==> src/sv/lpcd_pkg.sv <==
// lpcd_pkg: shared types and status codes of the length prefixed chunk deframer
// used by lpcd_step, lpcd_rsp_fifo and the top level; no dependencies

package lpcd_pkg;

   // chunk status codes
   localparam logic [1:0] STATUS_PAYLOAD = 2'd0;
   localparam logic [1:0] STATUS_EMPTY   = 2'd1;
   localparam logic [1:0] STATUS_TRUNC   = 2'd2;

   // response fifo geometry
   localparam int unsigned FIFO_DEPTH = 4;
   localparam int unsigned FIFO_AW    = 2;

   typedef struct packed {
      logic [7:0] payload_byte;
      logic       chunk_end;
      logic [1:0] chunk_status;
   } rsp_type;

   // everything one accepted byte produces: up to two response words
   typedef struct packed {
      logic [1:0] count;
      rsp_type    rsp0;
      rsp_type    rsp1;
   } step_out_type;

endpackage

==> src/sv/lpcd_step.sv <==
// lpcd_step: deframer state machine, one input byte per cycle while in_accept is high
// emits up to two response words per byte; depends on lpcd_pkg

module lpcd_step import lpcd_pkg::*; (
   input  logic         clock,
   input  logic         reset,
   input  logic         in_accept,
   input  logic [7:0]   in_byte,
   input  logic         buffer_first,
   input  logic         buffer_last,
   output step_out_type step_out
);

   localparam logic [3:0] PH_IDLE    = 4'd0;
   localparam logic [3:0] PH_HDR2    = 4'd1;
   localparam logic [3:0] PH_PASS    = 4'd2;
   localparam logic [3:0] PH_LEN     = 4'd3;
   localparam logic [3:0] PH_FF1     = 4'd4;
   localparam logic [3:0] PH_FF2     = 4'd5;
   localparam logic [3:0] PH_PREFIX  = 4'd6;
   localparam logic [3:0] PH_PAYLOAD = 4'd7;

   logic [3:0]  phase_ff, phase_in;
   logic [7:0]  held_byte_ff, held_byte_in;
   logic [31:0] remaining_ff, remaining_in;
   logic [31:0] length_acc_ff, length_acc_in;
   logic [2:0]  prefix_left_ff, prefix_left_in;

   logic [1:0]  n;
   rsp_type     res [2];
   logic        inside_chunk;
   logic        idle_drop;

   function automatic rsp_type make_rsp(logic [7:0] b, logic e, logic [1:0] s);
      rsp_type r;
      r.payload_byte = b;
      r.chunk_end    = e;
      r.chunk_status = s;
      return r;
   endfunction

   assign inside_chunk = (phase_ff == PH_HDR2) || (phase_ff == PH_PASS) ||
                         (phase_ff == PH_FF1) || (phase_ff == PH_FF2) ||
                         (phase_ff == PH_PREFIX) || (phase_ff == PH_PAYLOAD);

   always_comb begin
      phase_in       = phase_ff;
      held_byte_in   = held_byte_ff;
      remaining_in   = remaining_ff;
      length_acc_in  = length_acc_ff;
      prefix_left_in = prefix_left_ff;
      n              = 2'd0;
      res[0]         = make_rsp(8'h00, 1'b0, STATUS_PAYLOAD);
      res[1]         = make_rsp(8'h00, 1'b0, STATUS_PAYLOAD);
      idle_drop      = 1'b0;

      if (buffer_first) begin
         if (inside_chunk) begin
            res[n[0]] = make_rsp(8'h00, 1'b1, STATUS_TRUNC);
            n = n + 2'd1;
         end
         if (in_byte == 8'h00) begin
            held_byte_in = in_byte;
            phase_in     = PH_HDR2;
         end else begin
            res[n[0]] = make_rsp(in_byte, 1'b0, STATUS_PAYLOAD);
            n = n + 2'd1;
            phase_in = PH_PASS;
         end
      end else begin
         unique case (phase_ff)
            PH_HDR2: begin
               if (in_byte == 8'h19) begin
                  phase_in = PH_LEN;
               end else begin
                  res[0]   = make_rsp(held_byte_ff, 1'b0, STATUS_PAYLOAD);
                  res[1]   = make_rsp(in_byte, 1'b0, STATUS_PAYLOAD);
                  n        = 2'd2;
                  phase_in = PH_PASS;
               end
            end
            PH_PASS: begin
               res[0] = make_rsp(in_byte, 1'b0, STATUS_PAYLOAD);
               n      = 2'd1;
            end
            PH_LEN: begin
               if (in_byte == 8'h00) begin
                  res[0] = make_rsp(8'h00, 1'b1, STATUS_EMPTY);
                  n      = 2'd1;
               end else if (in_byte != 8'hff) begin
                  remaining_in = {24'd0, in_byte};
                  phase_in     = PH_PAYLOAD;
               end else begin
                  phase_in = PH_FF1;
               end
            end
            PH_FF1: begin
               if (in_byte == 8'h00) begin
                  // 0xff 0x00: length 255, the zero is the first payload byte
                  res[0]       = make_rsp(8'h00, 1'b0, STATUS_PAYLOAD);
                  n            = 2'd1;
                  remaining_in = 32'd254;
                  phase_in     = PH_PAYLOAD;
               end else if (in_byte == 8'hff) begin
                  phase_in = PH_FF2;
               end else begin
                  length_acc_in  = 32'd0;
                  prefix_left_in = 3'd2;
                  phase_in       = PH_PREFIX;
               end
            end
            PH_FF2: begin
               length_acc_in  = 32'd0;
               prefix_left_in = (in_byte != 8'h00) ? 3'd4 : 3'd1;
               phase_in       = PH_PREFIX;
            end
            PH_PREFIX: begin
               length_acc_in  = {length_acc_ff[23:0], in_byte};
               prefix_left_in = (prefix_left_ff != 3'd0) ? prefix_left_ff - 3'd1 : 3'd0;
               if (prefix_left_in == 3'd0) begin
                  if (length_acc_in == 32'd0) begin
                     res[0]   = make_rsp(8'h00, 1'b1, STATUS_EMPTY);
                     n        = 2'd1;
                     phase_in = PH_LEN;
                  end else begin
                     remaining_in = length_acc_in;
                     phase_in     = PH_PAYLOAD;
                  end
               end
            end
            PH_PAYLOAD: begin
               remaining_in = (remaining_ff != 32'd0) ? remaining_ff - 32'd1 : 32'd0;
               res[0] = make_rsp(in_byte, remaining_in == 32'd0, STATUS_PAYLOAD);
               n      = 2'd1;
               if (remaining_in == 32'd0) begin
                  phase_in = PH_LEN;
               end
            end
            default: begin
               // no buffer open: the byte is dropped
               idle_drop = 1'b1;
            end
         endcase
      end

      if (buffer_last && !idle_drop) begin
         if (phase_in == PH_HDR2) begin
            res[n[0]] = make_rsp(held_byte_in, 1'b1, STATUS_PAYLOAD);
            n = n + 2'd1;
         end else if (phase_in == PH_PASS) begin
            if (n != 2'd0) begin
               res[1'(n - 2'd1)].chunk_end = 1'b1;
            end
         end else if ((phase_in == PH_FF1) || (phase_in == PH_FF2) ||
                      (phase_in == PH_PREFIX) || (phase_in == PH_PAYLOAD)) begin
            res[n[0]] = make_rsp(8'h00, 1'b1, STATUS_TRUNC);
            n = n + 2'd1;
         end
         phase_in = PH_IDLE;
      end
   end

   assign step_out.count = in_accept ? n : 2'd0;
   assign step_out.rsp0  = res[0];
   assign step_out.rsp1  = res[1];

   always_ff @(posedge clock) begin
      if (reset) begin
         phase_ff       <= PH_IDLE;
         held_byte_ff   <= 8'h00;
         remaining_ff   <= 32'd0;
         length_acc_ff  <= 32'd0;
         prefix_left_ff <= 3'd0;
      end else if (in_accept) begin
         phase_ff       <= phase_in;
         held_byte_ff   <= held_byte_in;
         remaining_ff   <= remaining_in;
         length_acc_ff  <= length_acc_in;
         prefix_left_ff <= prefix_left_in;
      end
   end

`ifndef ASSERT_OFF
   // phase never leaves the defined codes' range
   a_phase_range: assert property (@(posedge clock) disable iff (reset)
      phase_ff <= PH_PAYLOAD)
      else $error("lpcd_step: phase out of range");

   // a payload phase always has bytes still due
   a_payload_nonzero: assert property (@(posedge clock) disable iff (reset)
      (phase_ff == PH_PAYLOAD) |-> (remaining_ff != 32'd0))
      else $error("lpcd_step: payload phase with zero remaining");

   // status words are always chunk ends with a zero byte
   a_status_word: assert property (@(posedge clock) disable iff (reset)
      (step_out.count != 2'd0 && step_out.rsp0.chunk_status != STATUS_PAYLOAD) |->
      (step_out.rsp0.chunk_end && step_out.rsp0.payload_byte == 8'h00))
      else $error("lpcd_step: malformed status word");
`endif

endmodule

==> src/sv/lpcd_rsp_fifo.sv <==
// lpcd_rsp_fifo: four-word response queue, up to two pushes and one pop per cycle
// decouples the deframer from output stalls; depends on lpcd_pkg

module lpcd_rsp_fifo import lpcd_pkg::*; (
   input  logic         clock,
   input  logic         reset,
   input  step_out_type push,
   input  logic         pop,
   output logic         room,
   output logic         head_valid,
   output rsp_type      head
);

   rsp_type              mem_ff [FIFO_DEPTH];
   logic [FIFO_AW-1:0]   wr_ptr_ff, wr_ptr_in;
   logic [FIFO_AW-1:0]   rd_ptr_ff, rd_ptr_in;
   logic [FIFO_AW:0]     count_ff, count_in;
   logic                 do_pop;

   assign head_valid = (count_ff != '0);
   assign head       = mem_ff[rd_ptr_ff];
   // two free words are always kept for the worst-case byte
   assign room       = (count_ff <= (FIFO_AW + 1)'(FIFO_DEPTH - 2));
   assign do_pop     = pop && head_valid;

   assign wr_ptr_in = wr_ptr_ff + FIFO_AW'(push.count);
   assign rd_ptr_in = rd_ptr_ff + FIFO_AW'(do_pop);
   assign count_in  = count_ff + (FIFO_AW + 1)'(push.count) - (FIFO_AW + 1)'(do_pop);

   always_ff @(posedge clock) begin
      if (reset) begin
         wr_ptr_ff <= '0;
         rd_ptr_ff <= '0;
         count_ff  <= '0;
      end else begin
         wr_ptr_ff <= wr_ptr_in;
         rd_ptr_ff <= rd_ptr_in;
         count_ff  <= count_in;
      end
   end

   always_ff @(posedge clock) begin
      if (push.count != 2'd0) begin
         mem_ff[wr_ptr_ff] <= push.rsp0;
      end
      if (push.count == 2'd2) begin
         mem_ff[wr_ptr_ff + FIFO_AW'(1)] <= push.rsp1;
      end
   end

`ifndef ASSERT_OFF
   a_no_overflow: assert property (@(posedge clock) disable iff (reset)
      (push.count != 2'd0) |-> room)
      else $error("lpcd_rsp_fifo: push without room");

   a_count_bound: assert property (@(posedge clock) disable iff (reset)
      count_ff <= (FIFO_AW + 1)'(FIFO_DEPTH))
      else $error("lpcd_rsp_fifo: fill count beyond depth");

   a_ptr_track: assert property (@(posedge clock) disable iff (reset)
      (wr_ptr_ff - rd_ptr_ff) == count_ff[FIFO_AW-1:0])
      else $error("lpcd_rsp_fifo: pointers disagree with fill count");
`endif

endmodule

==> src/sv/length_prefixed_chunk_deframer.sv <==
// length_prefixed_chunk_deframer: splits length-prefixed buffers into chunk payload words
// output: response words are registered in the queue and shown from its head in order
// throughput: one byte per cycle while the queue has room; a byte giving two words
// pops them singly; the four-word queue takes a byte only while two words are free in it
// reset: synchronous active-high reset empties the queue and returns to waiting for a buffer
// depends on lpcd_pkg, lpcd_step, lpcd_rsp_fifo

module length_prefixed_chunk_deframer import lpcd_pkg::*; (
   input  logic       clock,
   input  logic       reset,
   // request stream: one buffer byte per word
   input  logic       req_tvalid,
   output logic       req_tready,
   input  logic [7:0] req_tdata,   // [7:0] in_byte
   input  logic       req_tuser,   // [0] buffer_first
   input  logic       req_tlast,   // buffer_last
   // response stream: payload bytes and chunk status words
   output logic       rsp_tvalid,
   input  logic       rsp_tready,
   output logic [7:0] rsp_tdata,   // [7:0] payload_byte
   output logic [1:0] rsp_tuser,   // [1:0] chunk_status
   output logic       rsp_tlast    // chunk_end
);

   step_out_type step_out;
   rsp_type      head;
   logic         room;
   logic         req_accept;

   // a byte is taken whenever the queue can absorb its worst case of two words
   assign req_tready = room;
   assign req_accept = req_tvalid && req_tready;

   // header detection, length prefix decode and payload counting
   lpcd_step u_step (
      .clock        (clock),
      .reset        (reset),
      .in_accept    (req_accept),
      .in_byte      (req_tdata),
      .buffer_first (req_tuser),
      .buffer_last  (req_tlast),
      .step_out     (step_out)
   );

   // response queue doubles as the output register
   lpcd_rsp_fifo u_fifo (
      .clock      (clock),
      .reset      (reset),
      .push       (step_out),
      .pop        (rsp_tready),
      .room       (room),
      .head_valid (rsp_tvalid),
      .head       (head)
   );

   assign rsp_tdata = head.payload_byte;
   assign rsp_tlast = head.chunk_end;
   assign rsp_tuser = head.chunk_status;

endmodule
==> config.mk <==
export PLATFORM = sky130hd
export DESIGN_NAME = length_prefixed_chunk_deframer
export DESIGN_NICKNAME = d
export VERILOG_FILES = /design/src/sv/lpcd_pkg.sv /design/src/sv/lpcd_step.sv /design/src/sv/lpcd_rsp_fifo.sv /design/src/sv/length_prefixed_chunk_deframer.sv
export SDC_FILE = /design/constraint.sdc
export NUM_CORES = 1
export LEC_CHECK = 0
export BUFFER_PORTS_ARGS = -buffer_cell sky130_fd_sc_hd__buf_2
export CORE_UTILIZATION = 57
export CTS_BUF_LIST = sky130_fd_sc_hd__clkbuf_4 sky130_fd_sc_hd__clkbuf_8 sky130_fd_sc_hd__clkbuf_16
export DETAILED_ROUTE_END_ITERATION = 16
export HOLD_SLACK_MARGIN = 0.03
export PLACE_DENSITY = 0.77
export SYNTH_ARGS = -nofsm -noshare
export SYNTH_HDL_FRONTEND = slang
export SYNTH_SLANG_ARGS = --single-unit
==> constraint.sdc <==
create_clock -name clock -period 4.5 [get_ports clock]
set_input_delay 0.225 -clock clock [delete_from_list [all_inputs] [get_ports clock]]
set_output_delay 0.225 -clock clock [all_outputs]
set_load 0.02 [all_outputs]
# Word-level counts from Yosys, hierarchy flattened
# Memories as Yosys holds them, arrays and structs flattened. A register that Yosys moved wholly into a read port is not among the register bits.
# Index checks and enable logic that the tools add are counted.
[op_classes]
add_sub_neg = 10
n_mul = 0
n_div = 0
n_lt_le_gt_ge = 7
eq_ne = 24
shift = 0
mux = 74
n_bitwise = 7
n_reduce_logical = 32
[ops]
columns = ["cell", "count"]
rows = [
  ["$mux W32", 6],
  ["$mux W22", 8],
  ["$pmux W32 S4", 1],
  ["$pmux W24 S3", 1],
  ["$bwmux W22", 3],
  ["$logic_not A32 Y1", 2],
  ["$mux W11", 5],
  ["$pmux W11 S5", 1],
  ["$mux W24", 2],
  ["$demux W11 S1", 3],
  ["$eq A4 B3 Y1 const B", 8],
  ["$reduce_bool A32 Y1", 1],
  ["$sub A32 B1 Y32 const B", 1],
  ["$mux W2", 14],
  ["$mux W3", 9],
  ["$mux W4", 6],
  ["$pmux W4 S6", 1],
  ["$and A18 B18 Y18", 1],
  ["$not A18 Y18", 1],
  ["$mux W8", 2],
  ["$eq A4 B2 Y1 const B", 3],
  ["$ne A2 B2 Y1 const B", 6],
  ["$mux W1", 10],
  ["$pmux W3 S3", 1],
  ["other kinds (33)", 58],
]
[totals]
register_bits = 78
latchBits = 0
ramBits = 44
rom_bits = 0
out_inout_bits = 13
word_cells = 163
n_memories = 1
[mem_list]
columns = ["name", "depth", "word_bits", "rd", "rd_ports_with_merged_regs", "write_ports", "line", "text"]
rows = [
  ["u_fifo.mem_ff", 4, 11, 1, 1, 2, "lpcd_rsp_fifo.sv:14", "rsp_type mem_ff [FIFO_DEPTH];"],
]

# Longest topological paths before layout
# Gate-level depths: netlist of run 1.
[depth]
word_depth = 22
mapped_depth = 25

# Modules after synthesis
# From an unflattened synthesis of run 1, not the netlist that was laid out.
[unflattened]
hier_cells = 799
hier_area_um2 = 7548.5
[by_module_without_submodules]
columns = ["mod", "n_inst", "cells_per_inst", "area_each_um2", "seq_area_each_um2"]
rows = [
  ["lpcd_step", 1, 646, 4820.9, 1421.4],
  ["lpcd_rsp_fifo", 1, 152, 2721.4, 1461.4],
  ["length_prefixed_chunk_deframer", 1, 1, 6.3, 0.0],
]

# Worst setup path before layout of run 1
# OpenSTA, ideal clock, no wires.
[synth_path]
path_type = "register to register"
startpoint = "register u_step.remaining_ff[0]"
endpoint = "register u_fifo.count_ff[2]"
setup_ns = 0.128
t_arrival_ns = 4.623
t_required_ns = 4.372
setup_slack_ns = -0.251
stages_incl_launch_ff = 25
n_path_buf = 1
synth_period_minus_slack_ns = 4.751
path_cell_list = "dfxtp_1 > inv_1 > ha_1 > clkbuf_1 > xnor2_1 > nand4_1 > nor4_1 > nand4b_1 > or4_1 > a2111oi_4 > a31o_2 > nor2_1 > ha_1 > a2111oi_0 > a21o_1 > nand2_2 > nand2_1 > ha_1 > inv_1 > ha_1 > inv_1 > fa_1 > xnor2_1 > xnor2_1 > nor2_1"
[synth_between]
elab_chain_cells = 17
elab_cells_between_ends = 23
cone_classes = "add/sub: 3; eq/ne: 6; mux: 9; reduce/logical: 5"
[synth_rtl]
columns = ["element", "line", "text"]
rows = [
  ["from (decl)", "lpcd_step.sv:25", "logic [31:0] remaining_ff, remaining_in;"],
  ["from (signal assigned)", "lpcd_step.sv:177", "remaining_ff <= remaining_in;"],
  ["$sub A32 B1 Y32 / $reduce_bool A32 Y1 (equally long branches)", "lpcd_step.sv:132", "remaining_in = (remaining_ff != 32'd0) ? remaining_ff - 32'd1 : 32'd0;"],
  ["$mux W32 (*)", "lpcd_step.sv:132", ""],
  ["$logic_not A32 Y1 (*)", "lpcd_step.sv:135", "if (remaining_in == 32'd0) begin"],
  ["$mux W4 (*)", "lpcd_step.sv:135", ""],
  ["$pmux W4 S6 (*)", "lpcd_step.sv:71", "unique case (phase_ff)"],
  ["$mux W4 (*)", "lpcd_step.sv:57", "if (buffer_first) begin"],
  ["$eq A4 B3 Y1", "lpcd_step.sv:154", "end else if ((phase_in == PH_FF1) || (phase_in == PH_FF2) ||"],
  ["$logic_or A1 B1 Y1 (2 in a row)", "lpcd_step.sv:154", ""],
  ["$logic_or A1 B1 Y1", "lpcd_step.sv:155", "(phase_in == PH_PREFIX) || (phase_in == PH_PAYLOAD)) begin"],
  ["$mux W2", "lpcd_step.sv:154", ""],
  ["$mux W2", "lpcd_step.sv:150", "end else if (phase_in == PH_PASS) begin"],
  ["$mux W2 (*)", "lpcd_step.sv:147", "if (phase_in == PH_HDR2) begin"],
  ["$mux W2 (*)", "lpcd_step.sv:146", "if (buffer_last && !idle_drop) begin"],
  ["$mux W2 (*)", "lpcd_step.sv:163", "assign step_out.count = in_accept ? n : 2'd0;"],
  ["$add A3 B2 Y3 (*)", "lpcd_rsp_fifo.sv:28", "assign count_in = count_ff + (FIFO_AW + 1)'(push.count) - (FIFO_AW + 1)'(do_pop);"],
  ["$sub A3 B1 Y3 (*)", "lpcd_rsp_fifo.sv:28", ""],
  ["to (signal assigned)", "lpcd_rsp_fifo.sv:38", "count_ff <= count_in;"],
  ["to (decl)", "lpcd_rsp_fifo.sv:17", "logic [FIFO_AW:0] count_ff, count_in;"],
]
# Mark *: on every way between the ends. The rest lies on a longest branch, timed or not.
# A chain may end at the register's enable or synchronous reset.

# Worst setup path in the final report of run 1
[layout_path]
startpoint = "register u_step.remaining_ff[5]"
endpoint = "register u_fifo.count_ff[2]"
# Same word-level chain as after synthesis.

==> summary.md, run 1 <==
| Metric | Value |
|---|---|
| Tmin final | about 4900 ps |
| CP Launch Type | flop |
| Area after DPL | between 8000 and 9000 um^2 |
| Place WS | -599 ps |
| Final WL | 24,400 um |
| Max cap viols | 0 |
| Synth warn | 0 |
| WP data arrival | 5220 ps |
| HP Class | input pin to flop |
| Routed Antenna Nets | 0 |
| Synth Cell Area | ~7200 um^2 |
| I/O Buffers | 26 |
| Setup Skew | just under 10 ps |
| Routed vias/inst | approximately 6.6 |
| Static Leak | 3.64 nW |
| Worst setup path class | flop to flop |
| Highest routed layer | met4 |
| CTS Buffer Depth | 2 |
| Post-DP HPWL | 16,700 um |
| Pin count of the biggest net entering global routing | 72 |
| Clock latency on the worst-skew pair | 430 ps |
| CTS clk-pin slew, worst paths | 60 ps |
| GPL Wtd Cong | 0.954 |
| Final number of setup-violating endpoints | 87 |
| CTS H-tree depth | 4 |
| Cell variety after synth | 72 |
| Post-synthesis async set-or-reset flop share | 0% |
| Relative slew slack | between 30 and 40% |
| Initial antenna violation count | 0 |
| CORE AREA | 12,200 um^2 |
| Die H | ~110 um |
| Area Overhead vs Synth | 28.5% |
| Syn Nets | 854 |
| Min-delay src | req_tuser |
| Synth area leader | dfxtp_1 |
| Worst-Margin Slew | 963 ps |
| Vias | 7,444 |
| Wl on met1 | 10,200 um |
| Final Total Pwr | 3.28 mW |
| Post-synth EDFFs | between 40 and 50 |
| CTS tree | built |
| Total GRT Usage | 38.2% |
| Worst Setup SP | u_step.remaining_ff[5] |
| Num CTS Buffers | 17 |
| # fillers | 870 |
| Power Density | 352 nW/um^2 |
| Synth area leaders | dfxtp_1 (22%), edfxtp_1 (18%), a21oi_1 (4.7%) |
| Root Driver | clkbuf_16 |
| Fraction of layout cells with a size suffix above 1 | 26.4% |
| Setup ws final | -436 ps |
| Iter 0 DRT Violations | roughly 840 |
| Wire length on met3 | 2700 um |
| Syn Area/Cell | ~9 um^2 |
| Most common cell after layout, fill and taps aside | buf_4 |
| GRT Residual Overflow | 0 |
| Violations in the final reports | setup timing |
| Clock sink total | about 120 |
| Seq/Total Area, Yosys | 39.8% |
| Setup crit end kind | flop |
| Period utilization | 110% |
| Post-synth top area share | between 20% and 30% |
| DRC | 0 |
| Synth Register Bits | about 120 |
| Vias in the first global route | 7,164 |
| Final hold violations | 0 |
| Drt wl/cell | 21.6 um |
| Status | finished, violations left |
| Initial Util | 59.3% |
| Fmax | 0.203 GHz |
| Slew Viols, Final | 0 |
| I/O Pins | 27 |
| Ant. Diodes | 0 |
| Die width | 115 um |
| Max FO, Critical Path | 5 |
| Most frequent cells in the layout | buf_4 (115), nand2_1 (83), nor2_1 (75), dfxtp_1 (75), a21oi_1 (68) |
| Placement Rows | 40 |
| Design area | slightly above 9000 um^2 |
| Met2 wire length | 10,700 um |
| First-pass GRT wire length | 38,000 um |
| Maximum VDD drop | approximately 280 uV |
| Die ar. | 13,200 um^2 |
| Router iterations before antenna repair | 6 |
| Nets | 976 |
| CP required | ~4800 ps |
| Mapped Cells | 828 |
| Unrepaired setup endpoints after global routing | yes |
| Main synth FF type | dfxtp_1 |
| Reg2reg start | u_step.remaining_ff[5] |
[critical path: stages (launching register included)]
cell and delay, ps:
dfxtp_2 340, nor4_4 360, nand3_2 210, buf_6 180, o41ai_4 350, nand4_1 110
or4_4 520, a2111oi_4 370, a31o_2 230, nor2_1 50, ha_1 340, a2111oi_4 320
a21o_1 140, nand2_2 90, nand2_4 100, ha_4 200, inv_2 60, ha_4 120
inv_2 30, fa_2 350, xnor2_2 140, xnor2_1 130, nor2_1 50
[sequential cells by signal (all words and copies together) (netlist names)]
signal and cells:
u_fifo.count_ff 3, u_fifo.mem_ff 44, u_fifo.rd_ptr_ff 2, u_fifo.wr_ptr_ff 2
u_step.held_byte_ff 8, u_step.length_acc_ff 24, u_step.phase_ff 4, u_step.prefix_left_ff 3
u_step.remaining_ff 32
[metal layers]
layer,vias to the layer above,global-route usage [%]
li1,3367,-
met1,3542,52.5
met2,461,55.8
met3,74,11.8
met4,0,16.5
met5,-,0
[report_power, final]
part,switching (mW),leakage [nW],internal (mW)
registers,0.0597,1.03,1.19
clock network,0.544,0.313,0.917
logic,0.324,2.29,0.245
total,0.927,3.64,2.35
[layout make-up]
class / instances / area [um^2] / area share (%)
tap: 168 / 210 / 2.26
sequential: 122 / 2890 / 31.0
multi-input combinational: 636 / 4290 / 46.0
timing repair buffer: 156 / 1230 / 13.2
clock inverter: 12 / 130 / 1.40
clock buffer: 20 / 500 / 5.37
inverter: 17 / 66.3 / 0.712
[Yosys cell counts, drive strengths merged, types with 19 or more instances]
cell	instances
nor4	23
and2	21
clkbuf	41
o21ai	43
nor2	77
dfxtp	78
xnor2	19
nor3	35
edfxtp	44
o32ai	21
nand3	44
mux2i	21
a21oi	68
nand2	85
[metrics by stage]
step           std cells  TNS [ps]  hold WS (ps)  util (%)
6_report            1131    -29690           167      76.3
3_5_place_dp        1085    -25540           436      68.1
3_3_place_gp        1085     -4840           434      68.1
4_1_cts             1125    -14300           157      74.7
5_1_grt             1131    -43210           188      76.3
2_1_floorplan        828      -148           377         -
[worst paths after layout]
check / slack (ps) / endpoint / cells past startpoint
max: -440 / u_fifo.count_ff[2] / 22
min: 170 / u_step.phase_ff[3] / 2
max reg2reg: -440 / u_fifo.count_ff[2] / 22
min reg2reg: 450 / u_step.held_byte_ff[6] / 1
[cell families after synthesis]
| group | count (synthesis) | synth area share [%] |
|---|---|---|
| multiplexers | 32 | 6.32 |
| adder cells (fa/ha/maj) | 12 | 2.18 |
| XOR/XNOR | 29 | 3.61 |
| buffers and inverters | 70 | 4.06 |
| AO/OA/AOI/OAI | 212 | 19.3 |
| AND/OR/NAND/NOR | 351 | 24.7 |
| flip-flops | 122 | 39.8 |
[what timing repair did]
item                                    in CTS  in global routing
buffers inserted                             7                  5
hold buffers                                 0                  0
endpoints found under the setup margin      88                 88
gates resized for setup                     24                 30
pin swaps                                   12                 19
gates cloned                                 1                  1
Power figures use the tool's default switching activity.
==> run 2: changes to the inputs <==
--- a/config.mk
+++ b/config.mk
@@ -7,9 +7,11 @@
 export LEC_CHECK = 0
 export BUFFER_PORTS_ARGS = -buffer_cell sky130_fd_sc_hd__buf_2
-export CORE_UTILIZATION = 57
+export CELL_PAD_IN_SITES_DETAIL_PLACEMENT = 1
+export CELL_PAD_IN_SITES_GLOBAL_PLACEMENT = 1
+export CORE_UTILIZATION = 44
 export CTS_BUF_LIST = sky130_fd_sc_hd__clkbuf_4 sky130_fd_sc_hd__clkbuf_8 sky130_fd_sc_hd__clkbuf_16
 export DETAILED_ROUTE_END_ITERATION = 16
 export HOLD_SLACK_MARGIN = 0.03
-export PLACE_DENSITY = 0.77
+export PLACE_DENSITY_LB_ADDON = 0.1
 export SYNTH_ARGS = -nofsm -noshare
 export SYNTH_HDL_FRONTEND = slang
==> constraint.sdc (replaced) <==
create_clock -name clock -period 4.5 [get_ports clock]
set_input_delay 0.45 -clock clock [delete_from_list [all_inputs] [get_ports clock]]
set_output_delay 0.45 -clock clock [all_outputs]
set_load 0.02 [all_outputs]
==> run 2 against run 1 <==
Compared with the run above: the run still ends with setup timing left; register-to-register slack better by 220 ps; fmax is 4.6% higher; critical path depth is 2 higher; core utilization is 18 points lower; via count is 0.34% lower; wire length is 12% higher; setup slack better by 220 ps; combinational power is 1% lower; die area is 29% higher; critical endpoint unchanged; highest routed layer unchanged.
==> summary.md, run 2 (synthesized netlist as in run 1, its figures left out) <==
| Metric | Value |
|---|---|
| Final hold violations | 0 (unchanged) |
| Period utilization | 105% (-4.8 points) |
| Relative slew slack | 25.6% (-9.7 points) |
| Place WS | -612 ps (-13.0 ps) |
| Worst path bufs/invs | 4 (+1) |
| Fmax | 0.212 GHz (+4.6%) |
| FF-to-FF path depth | 24 (+9.1%) |
| CORE AREA | 16,000 um^2 (+31%) |
| CP required | 4790 ps (about the same) |
| Die ar. | 17,000 um^2 (+29%) |
| Area after DPL | 8490 um^2 (+2.1%) |
| Iter 0 DRT Violations | 429 (-49%) |
| Power Density | 337 nW/um^2 (-4.2%) |
| Status | finished, violations left |
| Top Registers | u_fifo.mem_ff: 44 flops, u_step.remaining_ff: 32 flops, u_step.length_acc_ff: 24 flops |
| Slew Viols, Final | 0 (unchanged) |
| Slowest cell on crit path | or4_4 |
| Max FFs per register | 44 (unchanged) |
| CTS Buffer Depth | 2 (unchanged) |
| Most flop-heavy register | u_fifo.mem_ff |
| I/O Buffers | 26 (unchanged) |
| Hold Crit Depth | 2 (unchanged) |
| GPL Wtd Cong | 0.958 (+0.45%) |
| Max cap viols | 0 (unchanged) |
| Area Overhead vs Synth | 29.1% |
| Setup crit end kind | flop |
| Post-DP HPWL | 19,700 um (+18%) |
| Initial Util | 45.3% (-14 points) |
| Static Leak | 3.66 nW (+0.64%) |
| Finished Core Util | 58.4% (-18 points) |
| Fraction of layout cells with a size suffix above 1 | 26.8% (+0.39 points) |
| Die width | 130 um (+14%) |
| Tmin final | 4720 ps (-218 ps) |
| Placed Instances | 1,147 (+5.7%) |
| Critical path, cell by cell | inv_1 > ha_2 > buf_4 > and4_1 > nor4_2 > nand4b_1 > or4_4 > a2111oi_4 > a31o_2 > nor2_1 > ha_1 > nand2_1 > a21oi_1 > a21bo_1 > nand2_2 > nand2_4 > ha_4 > inv_4 > ha_4 > inv_2 > fa_2 > xnor2_2 > xnor2_1 > nor2_1 |
| Final number of setup-violating endpoints | 77 (-11%) |
| Router iterations before antenna repair | 5 (-1) |
| Routed Antenna Nets | 0 (unchanged) |
| Placement Rows | 46 (+15%) |
| Maximum VDD drop | 292 uV (+3.9%) |
| Design area | 9350 um^2 (+0.42%) |
| Worst-Margin Slew | 1110 ps (+145 ps) |
| Setup ws final | -218 ps (+218 ps) |
| I/O Pins | 27 (unchanged) |
| CTS H-tree depth | 4 (unchanged) |
| GRT Residual Overflow | 0 (unchanged) |
| Clock latency on the worst-skew pair | 440 ps (about the same) |
| Max FO, Critical Path | 8 (+3) |
| Num CTS Buffers | 17 (unchanged) |
| Critical path depth | 24 (+9.1%) |
| Violations in the final reports | setup timing |
| Final WL | 27,400 um (+12%) |
| Most common cell after layout, fill and taps aside | buf_4 |
| Unrepaired setup endpoints after global routing | yes |
| Final std cells w/o fill | 1,191 (+5.3%) |
| Clock sink total | 122 (unchanged) |
| # fillers | 1,893 (+120%) |
| Family with the most delay on the worst path | simple AND/OR/NAND/NOR gates |
| Hold WS | 451 ps (+284 ps) |
| DRC | 0 (unchanged) |
| CTS clk-pin slew, worst paths | 60 ps (about the same) |
| CP Launch Type | flop |
| Routed vias/inst | 6.23 (-5.4%) |
| Vias in the first global route | 7,755 (+8.2%) |
| Root Driver | clkbuf_16 |
| WP data arrival | 5010 ps (-210 ps) |
| Worst setup path class | flop to flop |
| HP Class | input pin to flop |
| Drt wl/cell | 23.0 um (+6.5%) |
| # hold bufs at CTS | 0 (unchanged) |
| Most frequent cells in the layout | buf_4 (134), nand2_1 (83), nor2_1 (75) |
| Worst path max stage delay | 520 ps (about the same) |
| First-pass GRT wire length | 42,800 um (+13%) |
| Setup Skew | 11.0 ps (+1.24 ps) |
| Nets | 988 (+1.2%) |
| Die H | 130 um (+14%) |
| Pin count of the biggest net entering global routing | 38 (-47%) |
| Initial antenna violation count | 0 (unchanged) |
| Vias | 7,419 (-0.34%) |
| Total GRT Usage | 34.0% (-4.3 points) |
| Ant. Diodes | 0 (unchanged) |
| CTS tree | built |
[run 2: cell type report]
cell class | instances | area (um^2) | share of cell area (%)
Timing Repair Buffer | 168 | 1270 | 13.6
Clock buffer | 17 | 425 | 4.55
Tap cell | 216 | 270 | 2.89
Sequential cell | 122 | 2890 | 30.9
Inverter | 17 | 66.3 | 0.709
Clock inverter | 15 | 150 | 1.61
Multi-Input combinational cell | 636 | 4280 | 45.7
[run 2: worst paths after layout]
check	startpoint	to	slack [ps]
min reg2reg	u_step.held_byte_ff[1]	u_step.held_byte_ff[1]	450
min	req_tuser	u_step.phase_ff[3]	450
max	u_step.remaining_ff[0]	u_fifo.count_ff[2]	-220
max reg2reg	u_step.remaining_ff[0]	u_fifo.count_ff[2]	-220
[run 2: layer usage]
| layer | global-route usage, % | up-vias | routed length [um] |
|---|---|---|---|
| li1 | - | 3371 | - |
| met4 | 21.3 | 0 | 1380 |
| met3 | 5.37 | 83 | 1310 |
| met2 | 60.3 | 294 | 14000 |
| met1 | 37.9 | 3671 | 10700 |
| met5 | 0 | - | 0 |
[run 2: power by group]
group	leakage, nW	total, mW	internal [mW]	switching (mW)
Combinational	2.35	0.561	0.242	0.319
Clock	0.278	1.35	0.812	0.541
Sequential	1.04	1.24	1.19	0.0513
[run 2: through the flow]
stage               power [mW]  setup TNS, ps
floorplan                 1.60           -148
CTS                       3.16         -10130
global route              3.27         -21340
detailed placement        1.77         -25100
finish                    3.15          -6380
global placement          1.75          -6720
[run 2: repair_timing]
item / in CTS / in global routing
endpoints found under the setup margin: 88 / 87
gates cloned: 1 / 0
pin swaps: 10 / 10
resized for setup: 30 / 14
hold endpoints to repair: 0 / 0
buffers inserted: 7 / 4
